[src/hw/rtl/lsa_pkg.sv]
`default_nettype none
// ---------------------------------------------------------------------------
// lsa_pkg: shared types and constants of the LCG skip-ahead element generator
// Widths, register indexes, sequencer states and the constant jump tables
// used by the shared-multiplier skip-ahead loop.
// ---------------------------------------------------------------------------
package lsa_pkg;

   // Dimension limits
   localparam int MAX_DIM  = 1048576;
   localparam int MAX_TILE = 256;

   localparam int DIM_BITS   = $clog2(MAX_DIM);        // tile index width
   localparam int DIM_W      = DIM_BITS + 1;           // dimension register width
   localparam int ELEM_W     = $clog2(MAX_TILE);       // element index width
   localparam int TILE_W     = ELEM_W + 1;             // tile size register width
   localparam int POS_W      = DIM_BITS + ELEM_W + 1;  // global row / column width
   localparam int SUM_BITS   = 2 * DIM_BITS + 1;       // row + col * total_rows
   localparam int JUMP_BITS  = SUM_BITS + 1;           // doubled in complex mode
   localparam int KW         = $clog2(JUMP_BITS);      // jump bit counter width
   localparam int Q_W        = 33;                     // Q.32 value width
   localparam int REAL_W     = 32 + DIM_W + 1;         // real value with bump
   localparam int MUL_W      = 32;                     // shared multiplier operand
   localparam int CSR_IDX_W  = 3;
   localparam int CSR_DATA_W = 64;

   // LCG constants
   localparam logic [63:0]    LCG_MUL  = 64'd6364136223846793005;
   localparam logic [63:0]    LCG_ADD  = 64'd1;
   localparam logic [Q_W-1:0] HALF_Q32 = 33'h0_8000_0000;

   // Register indexes
   typedef enum logic [CSR_IDX_W-1:0] {
      CSR_SEED       = 3'd0,
      CSR_TOTAL_ROWS = 3'd1,
      CSR_TOTAL_COLS = 3'd2,
      CSR_LOCAL_ROWS = 3'd3,
      CSR_LOCAL_COLS = 3'd4,
      CSR_TILE_SIZE  = 3'd5,
      CSR_CHOLESKY   = 3'd6,
      CSR_COMPLEX    = 3'd7
   } lsa_csr_type;

   // Configuration after range clamping
   typedef struct packed {
      logic [63:0]       seed;
      logic [DIM_W-1:0]  total_rows;
      logic [DIM_W-1:0]  total_cols;
      logic [DIM_W-1:0]  local_rows;
      logic [DIM_W-1:0]  local_cols;
      logic [TILE_W-1:0] tile_size;
      logic              cholesky_mode;
      logic              complex_mode;
   } lsa_cfg_type;

   // Sequencer states
   typedef enum logic [7:0] {
      ST_IDLE  = 8'b0000_0001,
      ST_ROW   = 8'b0000_0010,
      ST_COL   = 8'b0000_0100,
      ST_CHECK = 8'b0000_1000,
      ST_JUMP  = 8'b0001_0000,
      ST_LOAD  = 8'b0010_0000,
      ST_SKIP  = 8'b0100_0000,
      ST_FIN   = 8'b1000_0000
   } lsa_state_type;

   // Partial product phases of one 64-bit LCG step
   typedef enum logic [1:0] {
      PH_TEST = 2'd0,
      PH_LO   = 2'd1,
      PH_MID  = 2'd2,
      PH_HI   = 2'd3
   } lsa_phase_type;

   typedef logic [JUMP_BITS-1:0][63:0] lsa_tab_type;

   // Multiplier of a jump by 2^k steps: LCG_MUL^(2^k)
   function automatic lsa_tab_type lcg_mul_tab();
      lsa_tab_type tab;
      logic [63:0] a;
      a = LCG_MUL;
      for (int k = 0; k < JUMP_BITS; k++) begin
         tab[k] = a;
         a = a * a;
      end
      return tab;
   endfunction

   // Increment of a jump by 2^k steps
   function automatic lsa_tab_type lcg_add_tab();
      lsa_tab_type tab;
      logic [63:0] a;
      logic [63:0] c;
      a = LCG_MUL;
      c = LCG_ADD;
      for (int k = 0; k < JUMP_BITS; k++) begin
         tab[k] = c;
         c = c * (a + 64'd1);
         a = a * a;
      end
      return tab;
   endfunction

   localparam lsa_tab_type SKIP_MUL = lcg_mul_tab();
   localparam lsa_tab_type SKIP_ADD = lcg_add_tab();

   // 0.5 - s * 2^-64 in Q.32 from the upper half of the state
   function automatic logic signed [Q_W-1:0] to_q32(input logic [31:0] hi);
      return $signed(HALF_Q32 - {1'b0, hi});
   endfunction

endpackage
`default_nettype wire

[src/hw/rtl/lsa_if.sv]
`default_nettype none
// ---------------------------------------------------------------------------
// lsa_if: request and response channels of the element generator
// Valid/ready channels; a word moves when valid and ready are both high.
// ---------------------------------------------------------------------------
interface lsa_req_if;
   import lsa_pkg::*;

   logic              valid;
   logic              ready;
   logic [DIM_BITS-1:0] tile_row;
   logic [DIM_BITS-1:0] tile_col;
   logic [ELEM_W-1:0]   elem_row;
   logic [ELEM_W-1:0]   elem_col;

   modport source (output valid, tile_row, tile_col, elem_row, elem_col, input ready);
   modport sink   (input valid, tile_row, tile_col, elem_row, elem_col, output ready);
endinterface

interface lsa_rsp_if;
   import lsa_pkg::*;

   logic                     valid;
   logic                     ready;
   logic signed [REAL_W-1:0] real_part;
   logic signed [Q_W-1:0]    imag_part;
   logic                     padding;

   modport source (output valid, real_part, imag_part, padding, input ready);
   modport sink   (input valid, real_part, imag_part, padding, output ready);
endinterface
`default_nettype wire

[src/hw/rtl/lsa_mul32.sv]
`default_nettype none
// ---------------------------------------------------------------------------
// lsa_mul32: shared 32x32 unsigned multiplier
// Full 64-bit product, registered; result in the cycle after the operands.
// ---------------------------------------------------------------------------
module lsa_mul32 (
   input  logic                          clock,
   input  logic [lsa_pkg::MUL_W-1:0]     op_a,
   input  logic [lsa_pkg::MUL_W-1:0]     op_b,
   output logic [2*lsa_pkg::MUL_W-1:0]   prod_ff
);
   import lsa_pkg::*;

   logic [2*MUL_W-1:0] prod_in;

   assign prod_in = (2*MUL_W)'(op_a) * (2*MUL_W)'(op_b);

   always_ff @(posedge clock) begin
      prod_ff <= prod_in;
   end

endmodule
`default_nettype wire

[src/hw/rtl/lsa_core.sv]
`default_nettype none
// ---------------------------------------------------------------------------
// lsa_core: sequencer and datapath of the element generator
// Forms global coordinates and the jump count, jumps the LCG ahead bit by
// bit on the shared multiplier, and holds the result word in an output
// register.
// ---------------------------------------------------------------------------
module lsa_core (
   input  logic                 clock,
   input  logic                 reset,
   input  lsa_pkg::lsa_cfg_type cfg,
   lsa_req_if.sink              req,
   lsa_rsp_if.source            rsp
);
   import lsa_pkg::*;

   lsa_state_type             state_ff, state_in;
   lsa_phase_type             ph_ff, ph_in;
   logic [KW-1:0]             k_ff, k_in;
   logic                      second_ff, second_in;
   logic [DIM_BITS-1:0]       tile_row_ff, tile_row_in;
   logic [DIM_BITS-1:0]       tile_col_ff, tile_col_in;
   logic [ELEM_W-1:0]         elem_row_ff, elem_row_in;
   logic [ELEM_W-1:0]         elem_col_ff, elem_col_in;
   logic [POS_W-1:0]          grow_ff, grow_in;
   logic [POS_W-1:0]          gcol_ff, gcol_in;
   logic                      pad_ff, pad_in;
   logic [JUMP_BITS-1:0]      jump_ff, jump_in;
   logic [63:0]               s_ff, s_in;
   logic [63:0]               acc_ff, acc_in;
   logic signed [Q_W-1:0]     re_ff, re_in;
   logic signed [Q_W-1:0]     im_ff, im_in;
   logic                      rsp_valid_ff, rsp_valid_in;
   logic signed [REAL_W-1:0]  rsp_real_ff, rsp_real_in;
   logic signed [Q_W-1:0]     rsp_imag_ff, rsp_imag_in;
   logic                      rsp_pad_ff, rsp_pad_in;

   logic [MUL_W-1:0]          mul_a;
   logic [MUL_W-1:0]          mul_b;
   logic [2*MUL_W-1:0]        mul_prod;
   logic [63:0]               tab_a;
   logic [63:0]               tab_c;
   logic [SUM_BITS-1:0]       jump_sum;
   logic [DIM_W-1:0]          dim_max;
   logic                      bump;
   logic signed [REAL_W-1:0]  re_wide;
   logic                      slot_free;

   lsa_mul32 u_mul (
      .clock   (clock),
      .op_a    (mul_a),
      .op_b    (mul_b),
      .prod_ff (mul_prod)
   );

   // Jump table entry for the current count bit
   assign tab_a = SKIP_MUL[k_ff];
   assign tab_c = SKIP_ADD[k_ff];

   assign jump_sum  = mul_prod[SUM_BITS-1:0] + SUM_BITS'(grow_ff);
   assign dim_max   = (cfg.total_rows > cfg.total_cols) ? cfg.total_rows : cfg.total_cols;
   assign bump      = cfg.cholesky_mode && (grow_ff == gcol_ff);
   assign re_wide   = REAL_W'(re_ff);
   assign slot_free = !rsp_valid_ff || rsp.ready;

   assign req.ready     = (state_ff == ST_IDLE);
   assign rsp.valid     = rsp_valid_ff;
   assign rsp.real_part = rsp_real_ff;
   assign rsp.imag_part = rsp_imag_ff;
   assign rsp.padding   = rsp_pad_ff;

   // Sequencer and datapath next state
   always_comb begin
      state_in     = state_ff;
      ph_in        = ph_ff;
      k_in         = k_ff;
      second_in    = second_ff;
      tile_row_in  = tile_row_ff;
      tile_col_in  = tile_col_ff;
      elem_row_in  = elem_row_ff;
      elem_col_in  = elem_col_ff;
      grow_in      = grow_ff;
      gcol_in      = gcol_ff;
      pad_in       = pad_ff;
      jump_in      = jump_ff;
      s_in         = s_ff;
      acc_in       = acc_ff;
      re_in        = re_ff;
      im_in        = im_ff;
      rsp_valid_in = rsp_valid_ff && !rsp.ready;
      rsp_real_in  = rsp_real_ff;
      rsp_imag_in  = rsp_imag_ff;
      rsp_pad_in   = rsp_pad_ff;
      mul_a        = '0;
      mul_b        = '0;

      unique case (state_ff)
         ST_IDLE: begin
            if (req.valid) begin
               tile_row_in = req.tile_row;
               tile_col_in = req.tile_col;
               elem_row_in = req.elem_row;
               elem_col_in = req.elem_col;
               state_in    = ST_ROW;
            end
         end
         ST_ROW: begin
            mul_a    = MUL_W'(tile_row_ff);
            mul_b    = MUL_W'(cfg.tile_size);
            state_in = ST_COL;
         end
         ST_COL: begin
            grow_in  = mul_prod[POS_W-1:0] + POS_W'(elem_row_ff);
            mul_a    = MUL_W'(tile_col_ff);
            mul_b    = MUL_W'(cfg.tile_size);
            state_in = ST_CHECK;
         end
         ST_CHECK: begin
            // bounds check on the tile and on the local block
            gcol_in = mul_prod[POS_W-1:0] + POS_W'(elem_col_ff);
            pad_in  = (TILE_W'(elem_row_ff) >= cfg.tile_size) ||
                      (TILE_W'(elem_col_ff) >= cfg.tile_size) ||
                      (grow_ff >= POS_W'(cfg.local_rows)) ||
                      (gcol_in >= POS_W'(cfg.local_cols));
            state_in = pad_in ? ST_FIN : ST_JUMP;
         end
         ST_JUMP: begin
            mul_a    = MUL_W'(gcol_ff);
            mul_b    = MUL_W'(cfg.total_rows);
            state_in = ST_LOAD;
         end
         ST_LOAD: begin
            jump_in   = cfg.complex_mode ? {jump_sum, 1'b0} : {1'b0, jump_sum};
            s_in      = cfg.seed;
            k_in      = '0;
            ph_in     = PH_TEST;
            second_in = 1'b0;
            state_in  = ST_SKIP;
         end
         ST_SKIP: begin
            case (ph_ff)
               PH_TEST: begin
                  if (jump_ff == '0) begin
                     // count exhausted: take the draw
                     if (second_ff) begin
                        im_in    = to_q32(s_ff[63:32]);
                        state_in = ST_FIN;
                     end else begin
                        re_in = to_q32(s_ff[63:32]);
                        im_in = '0;
                        if (cfg.complex_mode) begin
                           // one more plain LCG step for the imaginary part
                           jump_in   = JUMP_BITS'(1);
                           k_in      = '0;
                           second_in = 1'b1;
                        end else begin
                           state_in = ST_FIN;
                        end
                     end
                  end else if (!jump_ff[0]) begin
                     jump_in = jump_ff >> 1;
                     k_in    = k_ff + KW'(1);
                  end else begin
                     mul_a = tab_a[31:0];
                     mul_b = s_ff[31:0];
                     ph_in = PH_LO;
                  end
               end
               PH_LO: begin
                  acc_in = mul_prod + tab_c;
                  mul_a  = tab_a[31:0];
                  mul_b  = s_ff[63:32];
                  ph_in  = PH_MID;
               end
               PH_MID: begin
                  acc_in = acc_ff + {mul_prod[31:0], 32'd0};
                  mul_a  = tab_a[63:32];
                  mul_b  = s_ff[31:0];
                  ph_in  = PH_HI;
               end
               default: begin
                  s_in    = acc_ff + {mul_prod[31:0], 32'd0};
                  jump_in = jump_ff >> 1;
                  k_in    = k_ff + KW'(1);
                  ph_in   = PH_TEST;
               end
            endcase
         end
         ST_FIN: begin
            if (slot_free) begin
               rsp_valid_in = 1'b1;
               rsp_pad_in   = pad_ff;
               if (pad_ff) begin
                  rsp_real_in = '0;
                  rsp_imag_in = '0;
               end else if (bump) begin
                  rsp_real_in = re_wide + $signed({1'b0, dim_max, 32'd0});
                  rsp_imag_in = '0;
               end else begin
                  rsp_real_in = re_wide;
                  rsp_imag_in = im_ff;
               end
               state_in = ST_IDLE;
            end
         end
         default: begin
            state_in = ST_IDLE;
         end
      endcase
   end

   // Control registers
   always_ff @(posedge clock) begin
      if (reset) begin
         state_ff     <= ST_IDLE;
         ph_ff        <= PH_TEST;
         k_ff         <= '0;
         second_ff    <= 1'b0;
         rsp_valid_ff <= 1'b0;
      end else begin
         state_ff     <= state_in;
         ph_ff        <= ph_in;
         k_ff         <= k_in;
         second_ff    <= second_in;
         rsp_valid_ff <= rsp_valid_in;
      end
   end

   // Payload registers
   always_ff @(posedge clock) begin
      tile_row_ff <= tile_row_in;
      tile_col_ff <= tile_col_in;
      elem_row_ff <= elem_row_in;
      elem_col_ff <= elem_col_in;
      grow_ff     <= grow_in;
      gcol_ff     <= gcol_in;
      pad_ff      <= pad_in;
      jump_ff     <= jump_in;
      s_ff        <= s_in;
      acc_ff      <= acc_in;
      re_ff       <= re_in;
      im_ff       <= im_in;
      rsp_real_ff <= rsp_real_in;
      rsp_imag_ff <= rsp_imag_in;
      rsp_pad_ff  <= rsp_pad_in;
   end

   // Partial product phases only run inside the skip loop
   a_phase_in_skip: assert property (@(posedge clock) disable iff (reset)
      (ph_ff != PH_TEST) |-> (state_ff == ST_SKIP))
      else $error("multiply phase active outside skip loop");

   // Table index stays inside the jump table while count bits remain
   a_k_range: assert property (@(posedge clock) disable iff (reset)
      (state_ff == ST_SKIP && jump_ff != '0) |-> (k_ff < KW'(JUMP_BITS)))
      else $error("jump table index out of range");

   // A waiting result word is never overwritten
   a_hold_result: assert property (@(posedge clock) disable iff (reset)
      (state_ff == ST_FIN && rsp_valid_ff && !rsp.ready) |=>
      (state_ff == ST_FIN && rsp_valid_ff))
      else $error("result word overwritten while stalled");

   // Padding words carry zero values
   a_pad_zero: assert property (@(posedge clock) disable iff (reset)
      (rsp_valid_ff && rsp_pad_ff) |-> (rsp_real_ff == '0 && rsp_imag_ff == '0))
      else $error("padding word with nonzero value");

   // Real mode words have no imaginary part
   a_real_mode: assert property (@(posedge clock) disable iff (reset)
      (rsp_valid_ff && !cfg.complex_mode) |-> (rsp_imag_ff == '0))
      else $error("imaginary part in real mode");

endmodule
`default_nettype wire

[src/hw/rtl/lcg_skip_ahead_tile_element_gen.sv]
`default_nettype none
// ---------------------------------------------------------------------------
// lcg_skip_ahead_tile_element_gen: random matrix element generator
// Configuration registers, range clamping and the generator core.
// ---------------------------------------------------------------------------
// One request word (tile coordinates and position in the tile) gives one
// response word. The element value comes from a 64-bit LCG jumped ahead from
// the seed by row + col * total_rows steps (twice that in complex mode). All
// arithmetic runs on one shared 32x32 multiplier, and each 64-bit LCG product
// takes three passes through it. The skip loop tests the jump count bit by
// bit and runs an LCG product for each set bit; complex mode adds one plain
// LCG step for the imaginary part. A padding element skips the loop and
// goes straight to the output stage. The request side is ready only while
// the sequencer is idle; a finished word waits in the output register
// without blocking the next request, and a second finished word holds the
// sequencer until the first one is taken. Registers must be written by the
// user only while the block is idle; the block itself does not enforce this.
// ---------------------------------------------------------------------------
module lcg_skip_ahead_tile_element_gen (
   input  logic                           clock,
   input  logic                           reset,
   input  logic                           csr_we,
   input  logic [lsa_pkg::CSR_IDX_W-1:0]  csr_index,
   input  logic [lsa_pkg::CSR_DATA_W-1:0] csr_wdata,
   lsa_req_if.sink                        req_chan,
   lsa_rsp_if.source                      rsp_chan
);
   import lsa_pkg::*;

   logic [63:0]       seed_ff;
   logic [DIM_W-1:0]  total_rows_ff;
   logic [DIM_W-1:0]  total_cols_ff;
   logic [DIM_W-1:0]  local_rows_ff;
   logic [DIM_W-1:0]  local_cols_ff;
   logic [TILE_W-1:0] tile_size_ff;
   logic              cholesky_ff;
   logic              complex_ff;

   lsa_cfg_type       cfg;

   // Register writes
   always_ff @(posedge clock) begin
      if (reset) begin
         seed_ff       <= 64'd100;
         total_rows_ff <= DIM_W'(1);
         total_cols_ff <= DIM_W'(1);
         local_rows_ff <= '0;
         local_cols_ff <= '0;
         tile_size_ff  <= TILE_W'(1);
         cholesky_ff   <= 1'b0;
         complex_ff    <= 1'b0;
      end else if (csr_we) begin
         unique case (lsa_csr_type'(csr_index))
            CSR_SEED:       seed_ff       <= csr_wdata;
            CSR_TOTAL_ROWS: total_rows_ff <= csr_wdata[DIM_W-1:0];
            CSR_TOTAL_COLS: total_cols_ff <= csr_wdata[DIM_W-1:0];
            CSR_LOCAL_ROWS: local_rows_ff <= csr_wdata[DIM_W-1:0];
            CSR_LOCAL_COLS: local_cols_ff <= csr_wdata[DIM_W-1:0];
            CSR_TILE_SIZE:  tile_size_ff  <= csr_wdata[TILE_W-1:0];
            CSR_CHOLESKY:   cholesky_ff   <= csr_wdata[0];
            CSR_COMPLEX:    complex_ff    <= csr_wdata[0];
            default: ;
         endcase
      end
   end

   // Clamp sizes into their legal ranges
   always_comb begin
      cfg.seed          = seed_ff;
      cfg.total_rows    = (total_rows_ff == '0) ? DIM_W'(1) :
                          (total_rows_ff > DIM_W'(MAX_DIM)) ? DIM_W'(MAX_DIM) : total_rows_ff;
      cfg.total_cols    = (total_cols_ff == '0) ? DIM_W'(1) :
                          (total_cols_ff > DIM_W'(MAX_DIM)) ? DIM_W'(MAX_DIM) : total_cols_ff;
      cfg.local_rows    = (local_rows_ff > DIM_W'(MAX_DIM)) ? DIM_W'(MAX_DIM) : local_rows_ff;
      cfg.local_cols    = (local_cols_ff > DIM_W'(MAX_DIM)) ? DIM_W'(MAX_DIM) : local_cols_ff;
      cfg.tile_size     = (tile_size_ff == '0) ? TILE_W'(1) :
                          (tile_size_ff > TILE_W'(MAX_TILE)) ? TILE_W'(MAX_TILE) : tile_size_ff;
      cfg.cholesky_mode = cholesky_ff;
      cfg.complex_mode  = complex_ff;
   end

   lsa_core u_core (
      .clock (clock),
      .reset (reset),
      .cfg   (cfg),
      .req   (req_chan),
      .rsp   (rsp_chan)
   );

endmodule
`default_nettype wire
[src/flat_wrapper.sv]
// flat-port wrapper written by rule: the top's interface ports become plain ports
module lcg_skip_ahead_tile_element_gen_flat import lsa_pkg::*;
  (clock, reset, csr_we, csr_index, csr_wdata, req_chan_valid, req_chan_tile_row, req_chan_tile_col, req_chan_elem_row, req_chan_elem_col, req_chan_ready, rsp_chan_valid, rsp_chan_real_part, rsp_chan_imag_part, rsp_chan_padding, rsp_chan_ready);
  lsa_req_if req_chan_i ();
  lsa_rsp_if rsp_chan_i ();
  input  logic clock;
  input  logic reset;
  input  logic csr_we;
  input  logic [lsa_pkg::CSR_IDX_W-1:0] csr_index;
  input  logic [lsa_pkg::CSR_DATA_W-1:0] csr_wdata;
  input wire logic [$bits(req_chan_i.valid)-1:0] req_chan_valid;
  input wire logic [$bits(req_chan_i.tile_row)-1:0] req_chan_tile_row;
  input wire logic [$bits(req_chan_i.tile_col)-1:0] req_chan_tile_col;
  input wire logic [$bits(req_chan_i.elem_row)-1:0] req_chan_elem_row;
  input wire logic [$bits(req_chan_i.elem_col)-1:0] req_chan_elem_col;
  output wire logic [$bits(req_chan_i.ready)-1:0] req_chan_ready;
  output wire logic [$bits(rsp_chan_i.valid)-1:0] rsp_chan_valid;
  output wire logic [$bits(rsp_chan_i.real_part)-1:0] rsp_chan_real_part;
  output wire logic [$bits(rsp_chan_i.imag_part)-1:0] rsp_chan_imag_part;
  output wire logic [$bits(rsp_chan_i.padding)-1:0] rsp_chan_padding;
  input wire logic [$bits(rsp_chan_i.ready)-1:0] rsp_chan_ready;
  assign req_chan_i.valid = req_chan_valid;
  assign req_chan_i.tile_row = req_chan_tile_row;
  assign req_chan_i.tile_col = req_chan_tile_col;
  assign req_chan_i.elem_row = req_chan_elem_row;
  assign req_chan_i.elem_col = req_chan_elem_col;
  assign req_chan_ready = req_chan_i.ready;
  assign rsp_chan_valid = rsp_chan_i.valid;
  assign rsp_chan_real_part = rsp_chan_i.real_part;
  assign rsp_chan_imag_part = rsp_chan_i.imag_part;
  assign rsp_chan_padding = rsp_chan_i.padding;
  assign rsp_chan_i.ready = rsp_chan_ready;
  lcg_skip_ahead_tile_element_gen u_core (.clock(clock), .reset(reset), .csr_we(csr_we), .csr_index(csr_index), .csr_wdata(csr_wdata), .req_chan(req_chan_i), .rsp_chan(rsp_chan_i));
endmodule
[config.mk]
export PLATFORM = sky130hd
export DESIGN_NAME = lcg_skip_ahead_tile_element_gen_flat
export DESIGN_NICKNAME = d
export VERILOG_FILES = /design/src/hw/rtl/lsa_pkg.sv /design/src/hw/rtl/lsa_if.sv /design/src/hw/rtl/lsa_mul32.sv /design/src/hw/rtl/lsa_core.sv /design/src/hw/rtl/lcg_skip_ahead_tile_element_gen.sv /design/src/flat_wrapper.sv
export SDC_FILE = /design/constraint.sdc
export NUM_CORES = 2
export LEC_CHECK = 0
export ABC_CLOCK_PERIOD_IN_PS = 10000
export BUFFER_PORTS_ARGS = -buffer_cell sky130_fd_sc_hd__buf_4
export CORE_MARGIN = 1.5
export CORE_UTILIZATION = 31
export DETAILED_ROUTE_END_ITERATION = 12
export PLACE_DENSITY_LB_ADDON = 0.05
export REMOVE_ABC_BUFFERS = 1
export SYNTH_ARGS = -nofsm -noshare
export SYNTH_HDL_FRONTEND = slang
export SYNTH_SLANG_ARGS = --single-unit
[constraint.sdc]
create_clock -name clock -period 10 [get_ports clock]
set_input_delay 2 -clock clock [delete_from_list [all_inputs] [get_ports clock]]
set_output_delay 2 -clock clock [all_outputs]
set_load 0.005 [all_outputs]
==> flow_metrics.py <==
metrics = {
    "synth": {
        "ys_seq_area_frac": 0.266,
        "synth_ff_type": "edfxtp_1",
        "ys.warnings.count": 0,
        "synthArstFlopShare": 0,
        "netlist_area_sq_um": 77300,
        "synth-seq-cells": 806,
        "synthTopCellsByCount": "nand2_1, inv_1, fa_1, nor2_1, a21oi_1",
        "ys_top_cells_by_area": "fa_1, edfxtp_1, dfxtp_1, ha_1, nand2_1",
        "ys_types": 95,
        "synth_top_area_frac": 0.234,
        "synth.most_common_cell": "nand2_1",
        "synthCells": 8703,
        "synth_edf_count": 439,
        "yosysTopAreaCell": "fa_1",
        "avgSynthCellArea_sq_um": 8.88,
    },
    "global_routing": {
        "grt_pass1_wl_microns": 508000,
        "antenna_found_initial": 16,
        "grt_max_degree": 115,
        "first_global_vias": 66100,
        "grt-ovfl-total": 0,
        "track_usage": 0.284,
    },
    "detailed_routing": {
        "via_per_inst": 5.26,
        "vias": 65900,
        "avgRoutedWirePerCell_microns": 28.9,
        "wl_microns": 362000,
        "drc": 0,
        "ant_nets": 0,
        "drt_first_pass_iters": 7,
        "drt_iter0_drc": 6362,
    },
    "power_and_ir_drop": {
        "total_power_mw": 7.86,
        "powerDensity_nw_per_um2": 86.9,
        "ir_drop_v": 0.000123,
        "leakagePower_nw": 40.3,
    },
    "layout": {
        "drive_above_1_share": 0.118,
        "fin_nets": 10700,
        "design_area_sq_um": 90500,
        "area_growth_pct": 17.1,
        "fin_cells": 12500,
    },
    "placement": {
        "place_area_sq_um": 86600,
        "io_buffers": 217,
        "finalWeightedCongestion": 0.960,
        "pre_cts_ws_ps": -306,
        "dp_hpwl_microns": 295000,
        "dpl.cell_count": 12300,
    },
    "cts": {
        "clock_latency_ps": 770,
        "cts_num_sinks": 806,
        "clockBufferDepth": 3,
        "numCtsBuffers": 96,
        "clkSlewWorstSetupHoldPaths_ps": 60,
        "ctsHoldBuffers": 0,
        "cts_tree": "done",
        "ctsHtreeMaxLevel": 3,
        "root_buffer": "clkbuf_16",
    },
    "critical_path": {
        "required_ps": 10670,
        "worstSetupEndpointType": "flop",
        "path_common_cell": "fa_1",
        "slowest_stage": "fa_1",
        "arrival_ps": 10480,
        "path_class": "flop to flop",
        "path_max_fanout": 17,
        "critPathLaunchType": "flop",
        "slowest_delay_ps": 680,
    },
    "timing": {
        "setup_violations": 0,
        "fin_ws_ps": 195,
        "clock_skew_ps": 47.1,
        "hold_slack_ps": 458,
        "worst_slew_pin_slew_ps": 1170,
        "rsz0062_at_grt": "yes",
        "min_period_over_period": 0.981,
        "hold_violations": 0,
        "slew_viol_final": 0,
        "fmax_mhz": 102,
        "min_period_ps": 9810,
        "slew-limit-headroom": 0.213,
    },
    "die": {
        "die_area_sq_um": 252000,
        "die_x_microns": 502,
        "start_util": 0.311,
        "ios": 218,
        "die_h_microns": 502,
        "core_area_sq_um": 248000,
        "placementRows": 183,
    },
    "worst_hold_path": {
        "min_path_type": "flop to flop",
    },
    "outcome": {
        "status": "complete, no violations",
    },
    "job": {
        "maxCapViolations": 0,
    },
}
[sequential cells by signal, summed over array words and instances (netlist names), 9 cells and up]
name                         count
u_core.u_core.tile_col_ff       20
u_core.local_cols_ff            21
u_core.u_core.gcol_ff           29
u_core.u_core.u_mul.prod_ff     64
u_core.seed_ff                  64
u_core.u_core.acc_ff            64
u_core.u_core.jump_ff           42
u_core.u_core.rsp.real_part     54
u_core.total_cols_ff            21
u_core.u_core.tab_c             64
u_core.u_core.grow_ff           29
u_core.local_rows_ff            21
u_core.u_core.im_ff             33
u_core.u_core.s_ff              64
u_core.u_core.re_ff             33
u_core.u_core.tab_a             62
u_core.u_core.tile_row_ff       20
u_core.total_rows_ff            21
u_core.u_core.rsp.imag_part     33
u_core.tile_size_ff              9
[report_power, final]
| part | internal, mW | switching (mW) | leakage (nW) |
|---|---|---|---|
| Combinational | 0.211 | 0.355 | 31.6 |
| Sequential | 3.52 | 0.0611 | 7.05 |
| Clock | 2.11 | 1.60 | 1.63 |
| Total | 5.84 | 2.02 | 40.3 |
[final timing paths]
kind | startpoint | slack (ps) | to | cells after the start
worst max-delay path | u_core.u_core.state_ff[1] | 190 | u_core.u_core.u_mul.prod_ff[60] | 35
worst max register to register | u_core.u_core.state_ff[1] | 190 | u_core.u_core.u_mul.prod_ff[60] | 35
worst min register to register | u_core.seed_ff[52] | 460 | u_core.seed_ff[52] | 2
worst min-delay path | u_core.seed_ff[52] | 460 | u_core.seed_ff[52] | 2
[cells by family (layout without fill, tap and decap cells)]
| group | count (synthesis) | count (layout) | share of synthesized area |
|---|---|---|---|
| AOI/OAI and AO/OA | 1589 | 1589 | 0.130 |
| adders and majority gates | 1434 | 1434 | 0.320 |
| xor gates and xnor gates | 312 | 312 | 0.0354 |
| buffers and inverters | 1518 | 1987 | 0.0758 |
| DFF | 806 | 806 | 0.266 |
| other | 0 | 7 | 0 |
| muxes | 54 | 54 | 0.00709 |
| and+or+nand+nor | 2990 | 2991 | 0.166 |
[stage by stage]
step	setup TNS (ps)	util
after floorplan	-99490	-
after global placement	-478	0.349
after detailed placement	-661	0.349
after CTS	0	0.363
after global routing	-129	0.365
final	0	0.365
[critical path, delay by kind of cell, from the launching register on]
kind	cells	cell delay, ps
adders and majority gates	9	4380
DFF	1	370
and+or+nand+nor	8	1670
xor gates and xnor gates	1	150
buffers and inverters	8	1250
AOI/OAI and AO/OA	9	1850
[cell type report]
class | count | area, sq um
Tap cell | 3330 | 4170
Antenna cell | 7 | 17.5
Sequential cell | 806 | 20500
Multi-Input combinational cell | 6380 | 51600
Inverter | 1056 | 3970
Clock inverter | 47 | 458
Fill cell | 25700 | 158000
Clock buffer | 134 | 2850
Timing Repair Buffer | 750 | 6940
[placed cells by master (no fill, tap or decap), drive strengths merged, types with 30 or more instances in the layout]
cell | synthesis | layout
xnor2 | 200 | 200
nor3 | 102 | 102
mux2i | 48 | 48
dfxtp | 367 | 367
o21a | 52 | 52
nand3 | 111 | 111
fa | 902 | 902
nand2 | 1424 | 1424
a21o | 152 | 152
nor2b | 85 | 85
o21ai | 322 | 322
nor4 | 65 | 65
o22ai | 36 | 36
nand4 | 53 | 53
clkbuf | 372 | 137
and2 | 99 | 99
nand2b | 73 | 73
a21oi | 564 | 564
buf | 90 | 746
edfxtp | 439 | 439
a22oi | 47 | 47
o211ai | 40 | 40
xor2 | 112 | 112
a221o | 30 | 30
clkinv | 2 | 39
a221oi | 33 | 33
inv | 1054 | 1057
ha | 532 | 532
a211oi | 51 | 51
nor2 | 880 | 880
a22o | 49 | 49
a31oi | 42 | 42
[metal layers]
layer / vias up / global-route usage / wire [microns]
li1: 29500 / - / -
met1: 33600 / 0.419 / 172000
met2: 2365 / 0.429 / 155000
met3: 405 / 0.0364 / 22100
met4: 4 / 0.0834 / 12300
met5: - / 0 / 22
[repair_timing]
item / CTS / global route
setup buffers: 0 / 28
pin swaps: 3 / 31
gates cloned: 0 / 5
endpoints found under the setup margin: 6 / 18
resized for setup: 11 / 45
No activity file was read; power rests on OpenSTA's default activity.
